===== src/rtl/lsr_pkg.sv =====
// Shared constants, operation and state codes, and link types for the speed ramp.
package lsr_pkg;

   localparam int SPEED_W = 16;
   localparam int MS_W    = 16;
   localparam int ACCEL_W = 15;
   localparam int PROD_W  = ACCEL_W + MS_W;    // accel * ms, unsigned
   localparam int QUOT_W  = 21;                // (32767 * 60000) / 1000 < 2**21, ms is capped

   localparam logic [ACCEL_W-1:0] ACCEL_RESET = 15'd3000;
   localparam logic [MS_W-1:0]    TIMER_CAP   = 16'd60000;

   // Divide by 1000: drop three bits, then multiply by ceil(2**35 / 125).
   localparam int              DIV_PRE_SHIFT = 3;
   localparam int              DIV_SHIFT     = 35;
   localparam int              DIV_X_W       = PROD_W - DIV_PRE_SHIFT;
   localparam int              DIV_RECIP_W   = 29;
   localparam logic [28:0]     DIV_RECIP     = 29'd274877907;
   localparam int              DIV_MUL_W     = DIV_X_W + DIV_RECIP_W;

   localparam logic [2:0] FUNC_TICK     = 3'd0;
   localparam logic [2:0] FUNC_STEP     = 3'd1;
   localparam logic [2:0] FUNC_SET_GOAL = 3'd2;
   localparam logic [2:0] FUNC_SET_INIT = 3'd3;
   localparam logic [2:0] FUNC_START    = 3'd4;
   localparam logic [2:0] FUNC_STOP     = 3'd5;
   localparam logic [2:0] FUNC_RESET    = 3'd6;

   localparam logic [1:0] ST_DONE     = 2'd0;
   localparam logic [1:0] ST_INIT     = 2'd1;
   localparam logic [1:0] ST_CHANGING = 2'd2;
   localparam logic [1:0] ST_PARAM    = 2'd3;

   typedef struct packed {
      logic [MS_W-1:0] ms_next;
      logic [MS_W-1:0] ms_cur;
   } ms_link_type;

   typedef struct packed {
      logic [QUOT_W-1:0] quotient;
      logic              accel_zero;
   } scale_type;

endpackage


===== src/rtl/lsr_scale.sv =====
// Acceleration register, registered accel * ms product and divide-by-1000.
module lsr_scale (
   input  logic                        clock,
   input  logic                        reset,
   input  logic                        csr_write_en,
   input  logic [lsr_pkg::ACCEL_W-1:0] csr_write_data,
   input  lsr_pkg::ms_link_type        ms,
   output lsr_pkg::scale_type          scale
);
   import lsr_pkg::*;

   logic [ACCEL_W-1:0]   accel_ff, accel_in;
   logic [PROD_W-1:0]    prod_ff, prod_in;
   logic [PROD_W-1:0]    prod_keep, prod_step;
   logic [DIV_X_W-1:0]   div_x;
   logic [DIV_MUL_W-1:0] div_mul;

   always_comb begin
      if (reset) begin
         accel_in = ACCEL_RESET;
      end else if (csr_write_en) begin
         accel_in = csr_write_data;
      end else begin
         accel_in = accel_ff;
      end
      // track the product of the next acceleration and the next ms count;
      // the ms count only clears, holds or steps up by one
      prod_keep = PROD_W'(accel_in) * PROD_W'(ms.ms_cur);
      prod_step = prod_keep + PROD_W'(accel_in);
      if (ms.ms_next == '0) begin
         prod_in = '0;
      end else if (ms.ms_next == ms.ms_cur) begin
         prod_in = prod_keep;
      end else begin
         prod_in = prod_step;
      end
   end

   always_ff @(posedge clock) begin
      accel_ff <= accel_in;
      prod_ff  <= prod_in;
   end

   assign div_x   = prod_ff[PROD_W-1:DIV_PRE_SHIFT];
   assign div_mul = DIV_MUL_W'(div_x) * DIV_MUL_W'(DIV_RECIP);

   assign scale.quotient   = div_mul[DIV_SHIFT+QUOT_W-1:DIV_SHIFT];
   assign scale.accel_zero = (accel_ff == '0);

   a_prod_consistent: assert property (@(posedge clock) disable iff (reset)
      prod_ff == PROD_W'(accel_ff) * PROD_W'(ms.ms_cur))
      else $error("product register out of step with accel and ms");

endmodule


===== src/rtl/lsr_ctrl.sv =====
// Ramp controller: operation decode, state machine and speed state.
module lsr_ctrl (
   input  logic                               clock,
   input  logic                               reset,
   input  logic                               advance,
   input  logic [2:0]                         func,
   input  logic signed [lsr_pkg::SPEED_W-1:0] speed_value,
   input  lsr_pkg::scale_type                 scale,
   output lsr_pkg::ms_link_type               ms,
   output logic signed [lsr_pkg::SPEED_W-1:0] speed_next,
   output logic                               done_next
);
   import lsr_pkg::*;

   localparam int V_W = QUOT_W + 2;

   logic [1:0]                state_ff, state_in;
   logic                      ramp_en_ff, ramp_en_in;
   logic                      timer_en_ff, timer_en_in;
   logic [MS_W-1:0]           ms_ff, ms_in;
   logic signed [SPEED_W-1:0] goal_ff, goal_in;
   logic signed [SPEED_W-1:0] start_ff, start_in;
   logic signed [SPEED_W-1:0] cur_ff, cur_in;

   logic                      dir_up;
   logic signed [V_W-1:0]     start_ext, goal_ext, quot_ext, ramp_v;
   logic                      reached;

   // ramp value and goal test for the changing state
   always_comb begin
      dir_up    = (goal_ff >= start_ff);
      start_ext = V_W'(start_ff);
      goal_ext  = V_W'(goal_ff);
      quot_ext  = $signed({2'b00, scale.quotient});
      ramp_v    = dir_up ? (start_ext + quot_ext) : (start_ext - quot_ext);
      if (scale.accel_zero) begin
         reached = 1'b0;
      end else if (dir_up) begin
         reached = (ramp_v >= goal_ext);
      end else begin
         reached = (ramp_v <= goal_ext);
      end
   end

   always_comb begin
      state_in    = state_ff;
      ramp_en_in  = ramp_en_ff;
      timer_en_in = timer_en_ff;
      ms_in       = ms_ff;
      goal_in     = goal_ff;
      start_in    = start_ff;
      cur_in      = cur_ff;
      if (reset) begin
         state_in    = ST_DONE;
         ramp_en_in  = 1'b0;
         timer_en_in = 1'b0;
         ms_in       = '0;
         goal_in     = '0;
         start_in    = '0;
         cur_in      = '0;
      end else if (advance) begin
         case (func)
            FUNC_TICK: begin
               if (!timer_en_ff) begin
                  ms_in = '0;
               end else if (ms_ff < TIMER_CAP) begin
                  ms_in = ms_ff + 1'b1;
               end
            end
            FUNC_STEP: begin
               if (ramp_en_ff) begin
                  case (state_ff)
                     ST_INIT: begin
                        ms_in = '0;
                        if (goal_ff != start_ff) begin
                           timer_en_in = 1'b1;
                           state_in    = ST_CHANGING;
                        end else begin
                           cur_in      = goal_ff;
                           timer_en_in = 1'b0;
                           state_in    = ST_DONE;
                        end
                     end
                     ST_CHANGING: begin
                        if (reached) begin
                           cur_in      = goal_ff;
                           ms_in       = '0;
                           timer_en_in = 1'b0;
                           state_in    = ST_DONE;
                        end else begin
                           cur_in = ramp_v[SPEED_W-1:0];
                        end
                     end
                     ST_PARAM: begin
                        start_in = cur_ff;
                        ms_in    = '0;
                        state_in = ST_INIT;
                     end
                     default: begin
                     end
                  endcase
               end
            end
            FUNC_SET_GOAL: begin
               if (speed_value != goal_ff) begin
                  goal_in = speed_value;
                  if (ramp_en_ff) begin
                     state_in = ST_PARAM;
                  end
               end
            end
            FUNC_SET_INIT: begin
               start_in = speed_value;
               cur_in   = speed_value;
               if (speed_value != start_ff && ramp_en_ff) begin
                  state_in = ST_PARAM;
               end
            end
            FUNC_START: begin
               ramp_en_in = 1'b1;
               state_in   = ST_INIT;
            end
            FUNC_STOP: begin
               ramp_en_in = 1'b0;
            end
            FUNC_RESET: begin
               state_in    = ST_DONE;
               ms_in       = '0;
               timer_en_in = 1'b0;
            end
            default: begin
            end
         endcase
      end
   end

   always_ff @(posedge clock) begin
      state_ff    <= state_in;
      ramp_en_ff  <= ramp_en_in;
      timer_en_ff <= timer_en_in;
      ms_ff       <= ms_in;
      goal_ff     <= goal_in;
      start_ff    <= start_in;
      cur_ff      <= cur_in;
   end

   assign ms.ms_next = ms_in;
   assign ms.ms_cur  = ms_ff;
   assign speed_next = cur_in;
   assign done_next  = (state_in == ST_DONE);

   a_ms_capped: assert property (@(posedge clock) disable iff (reset)
      ms_ff <= TIMER_CAP)
      else $error("ms count above cap");

   a_timer_not_done: assert property (@(posedge clock) disable iff (reset)
      timer_en_ff |-> state_ff != ST_DONE)
      else $error("timer running in done state");

endmodule


===== src/rtl/linear_speed_ramp.sv =====
// Linear speed ramp generator top level: input register, controller, result register.
// An accepted item is held in the input register, processed once the result register is
//   free or being drained, and its result is then registered for the receiver.
// Throughput: one item per cycle while the receiver takes results; the controller's next
//   state is combinational, and the divide by 1000 works from the registered accel * ms product.
// Reset (synchronous, active high): empty both registers, state to done, speeds and
//   ms count to zero, acceleration to 3000.
module linear_speed_ramp (
   input  logic                               clock,
   input  logic                               reset,
   // input items
   input  logic                               req_valid,
   output logic                               req_ready,
   input  logic [2:0]                         req_func,
   input  logic signed [lsr_pkg::SPEED_W-1:0] req_speed_value,
   // result items
   output logic                               rsp_valid,
   input  logic                               rsp_ready,
   output logic signed [lsr_pkg::SPEED_W-1:0] rsp_process_speed,
   output logic                               rsp_ramp_done,
   // acceleration register
   input  logic                               csr_write_en,
   input  logic [lsr_pkg::ACCEL_W-1:0]        csr_write_data
);
   import lsr_pkg::*;

   logic                      in_valid_ff, in_valid_in;
   logic [2:0]                in_func_ff;
   logic signed [SPEED_W-1:0] in_speed_ff;

   logic                      rsp_valid_ff, rsp_valid_in;
   logic signed [SPEED_W-1:0] rsp_speed_ff;
   logic                      rsp_done_ff;

   logic                      advance;
   ms_link_type               ms;
   scale_type                 scale;
   logic signed [SPEED_W-1:0] speed_next;
   logic                      done_next;

   // Process the held item whenever the result register is free or being drained.
   assign advance   = in_valid_ff && (!rsp_valid_ff || rsp_ready);
   // Take a new item when the input register is empty or empties this cycle.
   assign req_ready = !in_valid_ff || advance;

   always_comb begin
      if (reset) begin
         in_valid_in = 1'b0;
      end else if (req_ready) begin
         in_valid_in = req_valid;
      end else begin
         in_valid_in = in_valid_ff;
      end

      if (reset) begin
         rsp_valid_in = 1'b0;
      end else if (advance) begin
         rsp_valid_in = 1'b1;
      end else if (rsp_ready) begin
         rsp_valid_in = 1'b0;
      end else begin
         rsp_valid_in = rsp_valid_ff;
      end
   end

   always_ff @(posedge clock) begin
      in_valid_ff  <= in_valid_in;
      rsp_valid_ff <= rsp_valid_in;
   end

   // Capture the item payload on acceptance; hold it otherwise.
   always_ff @(posedge clock) begin
      if (req_valid && req_ready) begin
         in_func_ff  <= req_func;
         in_speed_ff <= req_speed_value;
      end
   end

   // Load the result of the item being processed.
   always_ff @(posedge clock) begin
      if (advance) begin
         rsp_speed_ff <= speed_next;
         rsp_done_ff  <= done_next;
      end
   end

   lsr_scale u_scale (
      .clock          (clock),
      .reset          (reset),
      .csr_write_en   (csr_write_en),
      .csr_write_data (csr_write_data),
      .ms             (ms),
      .scale          (scale)
   );

   lsr_ctrl u_ctrl (
      .clock       (clock),
      .reset       (reset),
      .advance     (advance),
      .func        (in_func_ff),
      .speed_value (in_speed_ff),
      .scale       (scale),
      .ms          (ms),
      .speed_next  (speed_next),
      .done_next   (done_next)
   );

   assign rsp_valid         = rsp_valid_ff;
   assign rsp_process_speed = rsp_speed_ff;
   assign rsp_ramp_done     = rsp_done_ff;

   // A stalled input side means an item is held behind a blocked result.
   a_stall_cause: assert property (@(posedge clock) disable iff (reset)
      !req_ready |-> in_valid_ff && rsp_valid_ff && !rsp_ready)
      else $error("input stalled without a blocked result");

   // A new result comes only from a held item.
   a_result_source: assert property (@(posedge clock) disable iff (reset)
      $rose(rsp_valid_ff) |-> $past(in_valid_ff))
      else $error("result appeared without an item");

endmodule


===== config.mk =====
export PLATFORM = sky130hd
export DESIGN_NAME = linear_speed_ramp
export DESIGN_NICKNAME = d
export VERILOG_FILES = /design/src/rtl/lsr_pkg.sv /design/src/rtl/lsr_scale.sv /design/src/rtl/lsr_ctrl.sv /design/src/rtl/linear_speed_ramp.sv
export SDC_FILE = /design/constraint.sdc
export NUM_CORES = 2
export LEC_CHECK = 0
export BUFFER_PORTS_ARGS = -buffer_cell sky130_fd_sc_hd__buf_2
export CORE_MARGIN = 5
export CORE_UTILIZATION = 55
export CTS_BUF_LIST = sky130_fd_sc_hd__clkbuf_8
export DETAILED_ROUTE_END_ITERATION = 10
export PLACE_DENSITY = 0.84
export SLEW_MARGIN = 25
export SYNTH_ARGS = -nofsm -noshare
export SYNTH_HDL_FRONTEND = slang
export SYNTH_HIERARCHICAL = 1
export SYNTH_SLANG_ARGS = --single-unit

===== constraint.sdc =====
create_clock -name clock -period 12 [get_ports clock]
set_clock_uncertainty 0.1 [all_clocks]
set_input_delay 2.4 -clock clock [delete_from_list [all_inputs] [get_ports clock]]
set_output_delay 2.4 -clock clock [all_outputs]
set_load 0.005 [all_outputs]

==> impl_results.md <==
* Status: finished with violations
* Failing checks: negative setup slack
* Syn Area/Cell at 9.08 µm²
* Die ar. at 0.0597 mm²
* Maxcap violations at 0
* Crit Path Category: flop to flop
* Port Buffers at 57
* Worst-Skew Late Latency at 0.51 ns
* Async S/R FF share, synth at 0
* Layout area overhead at 15.7%
* Syn Inst Count at 3322
* H-tree Lvls at 4
* Largest net degree at the start of global routing at 38
* Worst Setup SP: u_scale/prod_ff[27]$_SDFF_PN0_
* Slew @ Worst Pin at 1.05 ns
* RSZ-0062 raised after global routing: yes
* Starting Density at 0.558
* Worst-path clk slew at 0.12 ns
* CTS max path bufs at 2
* Core area at 0.0541 mm²
* Die Ht at 244 µm
* Critical Path RT at 12.34 ns
* Share of layout cells above drive strength 1 at 0.184
* Fmax at 0.0762 GHz
* Post-synthesis register bit count at 149
* Synth Area in Compound Gates at 0.104
* Hold Path Class: flop to flop
* Crit-path max FO at 6
* CP Data Arrival Time at 13.47 ns
* Crit path launch type: flop
* Slowest-stage cell, CP: fa_1
* Synth Area in XOR/XNOR at 0.0432
* Synth Area in Adders at 0.485
* Final non-filler cell total at 4374
* FP Rows at 85
* Router iterations before antenna repair at 9
* Grt ovf at 0
* Worst vdd ir at 0.0000897 V
* DRC at 0
* Setup violators final at 28
* Post-synth top area share at 0.287
* First-pass GRT wire length at 139000 µm
* Cells after DPL at 4313
* Overall Power at 1.18 mW
* Area contributors post-synth: fa_1 29%, ha_1 20%, inv_1 8.6%
* Max-slew violation count at 0
* Num CTS Buffers at 17
* First-iteration detailed-routing DRC count at 2576
* Post-synthesis cell type count at 100
* Number of enable flip-flop cells after synthesis at 36
* Final core occ at 0.645
* Antenna violations before repair at 2
* Antenna viol nets, final at 0
* Routed len/inst at 20.1 µm
* DR vias/cell at 5.84
* DR vias at 25537
* Prevailing post-synth register cell: dfxtp_1
* Hold Crit Start: u_ctrl/timer_en_ff$_SDFFE_PP0P_
* I/O pins at 58
* Root Buffer: clkbuf_8
* Slew headroom at 0.299
* Post-Syn Area at 0.0302 mm²
* Dpl ws at -1.20 ns
* PD cells at 33.8 mW/mm²
* Final setup margin at -1.13 ns
* Final Hold Viols at 0
* # nets final at 4613
* TritonCTS clock tree: yes
* Reg2reg start: u_scale/prod_ff[27]$_SDFF_PN0_
* Simple-gate share of the synthesized area at 0.137
* Hold-fix buffers at CTS at 0
* Mux contribution to synthesized area at 0.0184
* Tcrit/Tclk final at 1.09
* Final WL at 87700 µm
* CTS Sinks at 149
* Final hold slack at 0.384 ns
* Tmin final at 13.13 ns
* Post-DP HPWL at 70600 µm
* Largest family of logic cells by synthesized area: adder cells
* Vias in the first global route at 26625
* Die W at 244 µm
* Yosys top cell by area: fa_1
* Post-synthesis sequential area ratio at 0.111
* Syn Nets at 4271
* CP endpoint kind: flop
* CP dominant cell by count: fa_1
* Total track usage at 0.287
* Largest stage delay, worst path at 0.59 ns
* LEAKAGE at 18.5 nW
* RD Place Congestion at 1.03
* Synth Warn # at 6
==> flip-flops by register name, summed over array words and instances, names as in the netlist, 2 cells and up <==
name	flops
rsp_process_speed	16
in_speed_ff	16
u_ctrl/start_ff	16
u_scale/prod_ff	28
in_func_ff	3
u_ctrl/goal_ff	16
u_ctrl/state_ff	2
u_scale/accel_ff	15
u_ctrl/ms_ff	16
u_ctrl/cur_ff	16
==> area by class of cell <==
cell class,count,area (µm²)
multi-input combinational,2378,24600
fill,3935,19200
sequential,149,3400
timing repair buffer,428,3110
inverter,690,2590
tap,696,871
clock buffer,18,248
clock inverter,14,145
antenna,1,2.50
==> critical path: cells and delay by family (launching register included) <==
family	cells	cell delay (ns)
buffers and inverters	7	0.93
AOI/OAI and AO/OA	16	2.89
xor gates and xnor gates	4	0.43
adders and majority gates	10	4.04
DFF	1	0.39
and+or+nand+nor	19	4.32
==> synth_stat cells (51+ instances only) <==
cell,n
inv_1,690
ha_1,478
fa_1,432
nand2_1,237
and2_1,156
nor2_1,141
a21oi_1,129
dfxtp_1,113
xnor2_1,102
o21ai_0,81
clkbuf_1,70
nand3_1,56
nand4_1,51
==> path summary, 6_finish.rpt <==
path | cells after the start | to | slack [ns]
worst max-delay path | 56 | u_scale/prod_ff[29]$_SDFF_PN0_ | -1.13
worst min-delay path | 2 | u_ctrl/timer_en_ff$_SDFFE_PP0P_ | 0.38
worst max register to register | 56 | u_scale/prod_ff[29]$_SDFF_PN0_ | -1.13
worst min register to register | 2 | u_ctrl/timer_en_ff$_SDFFE_PP0P_ | 0.38
==> where the power goes <==
part           switching (mW)  internal [mW]  total, mW
Combinational           0.150         0.0808      0.231
Clock                   0.248          0.163      0.411
Sequential             0.0168          0.523      0.540
==> placed cells by master, fill, tap and decap left out, types with 9 or more instances in the layout <==
cell type and count:
inv_1 682, ha_1 459, fa_1 416, buf_4 360, nand2_1 232, and2_1 154, nor2_1 133, a21oi_1 117
xnor2_1 97, dfxtp_1 88, o21ai_0 68, buf_2 58, nand3_1 55, nand4_1 51, a21o_1 46, xor2_1 43
mux2i_1 38, edfxtp_1 36, a31oi_1 30, a211oi_1 27, nor3_1 22, nor2b_1 21, o211ai_1 20, clkbuf_8 18
ha_4 17, a211o_1 16, fa_2 16, nor4_1 14, o21a_1 14, nand2b_1 13, dfxtp_2 13, a21oi_2 12
o21bai_1 12, dfxtp_4 12, o21ai_1 11, and3_1 9, mux2_2 9, buf_6 9
==> through the flow <==
stage          cell area, µm²  setup TNS, ns
3_3_place_gp            33800         -12.26
6_report                34900         -19.72
3_5_place_dp            33800         -20.44
5_1_grt                 34900         -32.86
2_1_floorplan           30500         -0.728
4_1_cts                 34600         -19.79
==> kinds of logic after synthesis <==
logic type	after synthesis
AOI/OAI and AO/OA	468
xor gates and xnor gates	148
and+or+nand+nor	798
DFF	149
buffers and inverters	795
muxes	54
adders and majority gates	910
==> layer usage <==
layer | track usage | wire (µm)
met4 | 0.110 | 3630
met3 | 0.0524 | 9000
met5 | 0 | 0
met1 | 0.388 | 34900
met2 | 0.463 | 40200
==> timing repair <==
item | CTS | global route
cloned | 1 | 0
pin swaps | 45 | 52
buffers inserted | 19 | 10
gates resized for setup | 58 | 72
endpoints found under the setup margin | 28 | 57
(Power assumes the default switching activity.)
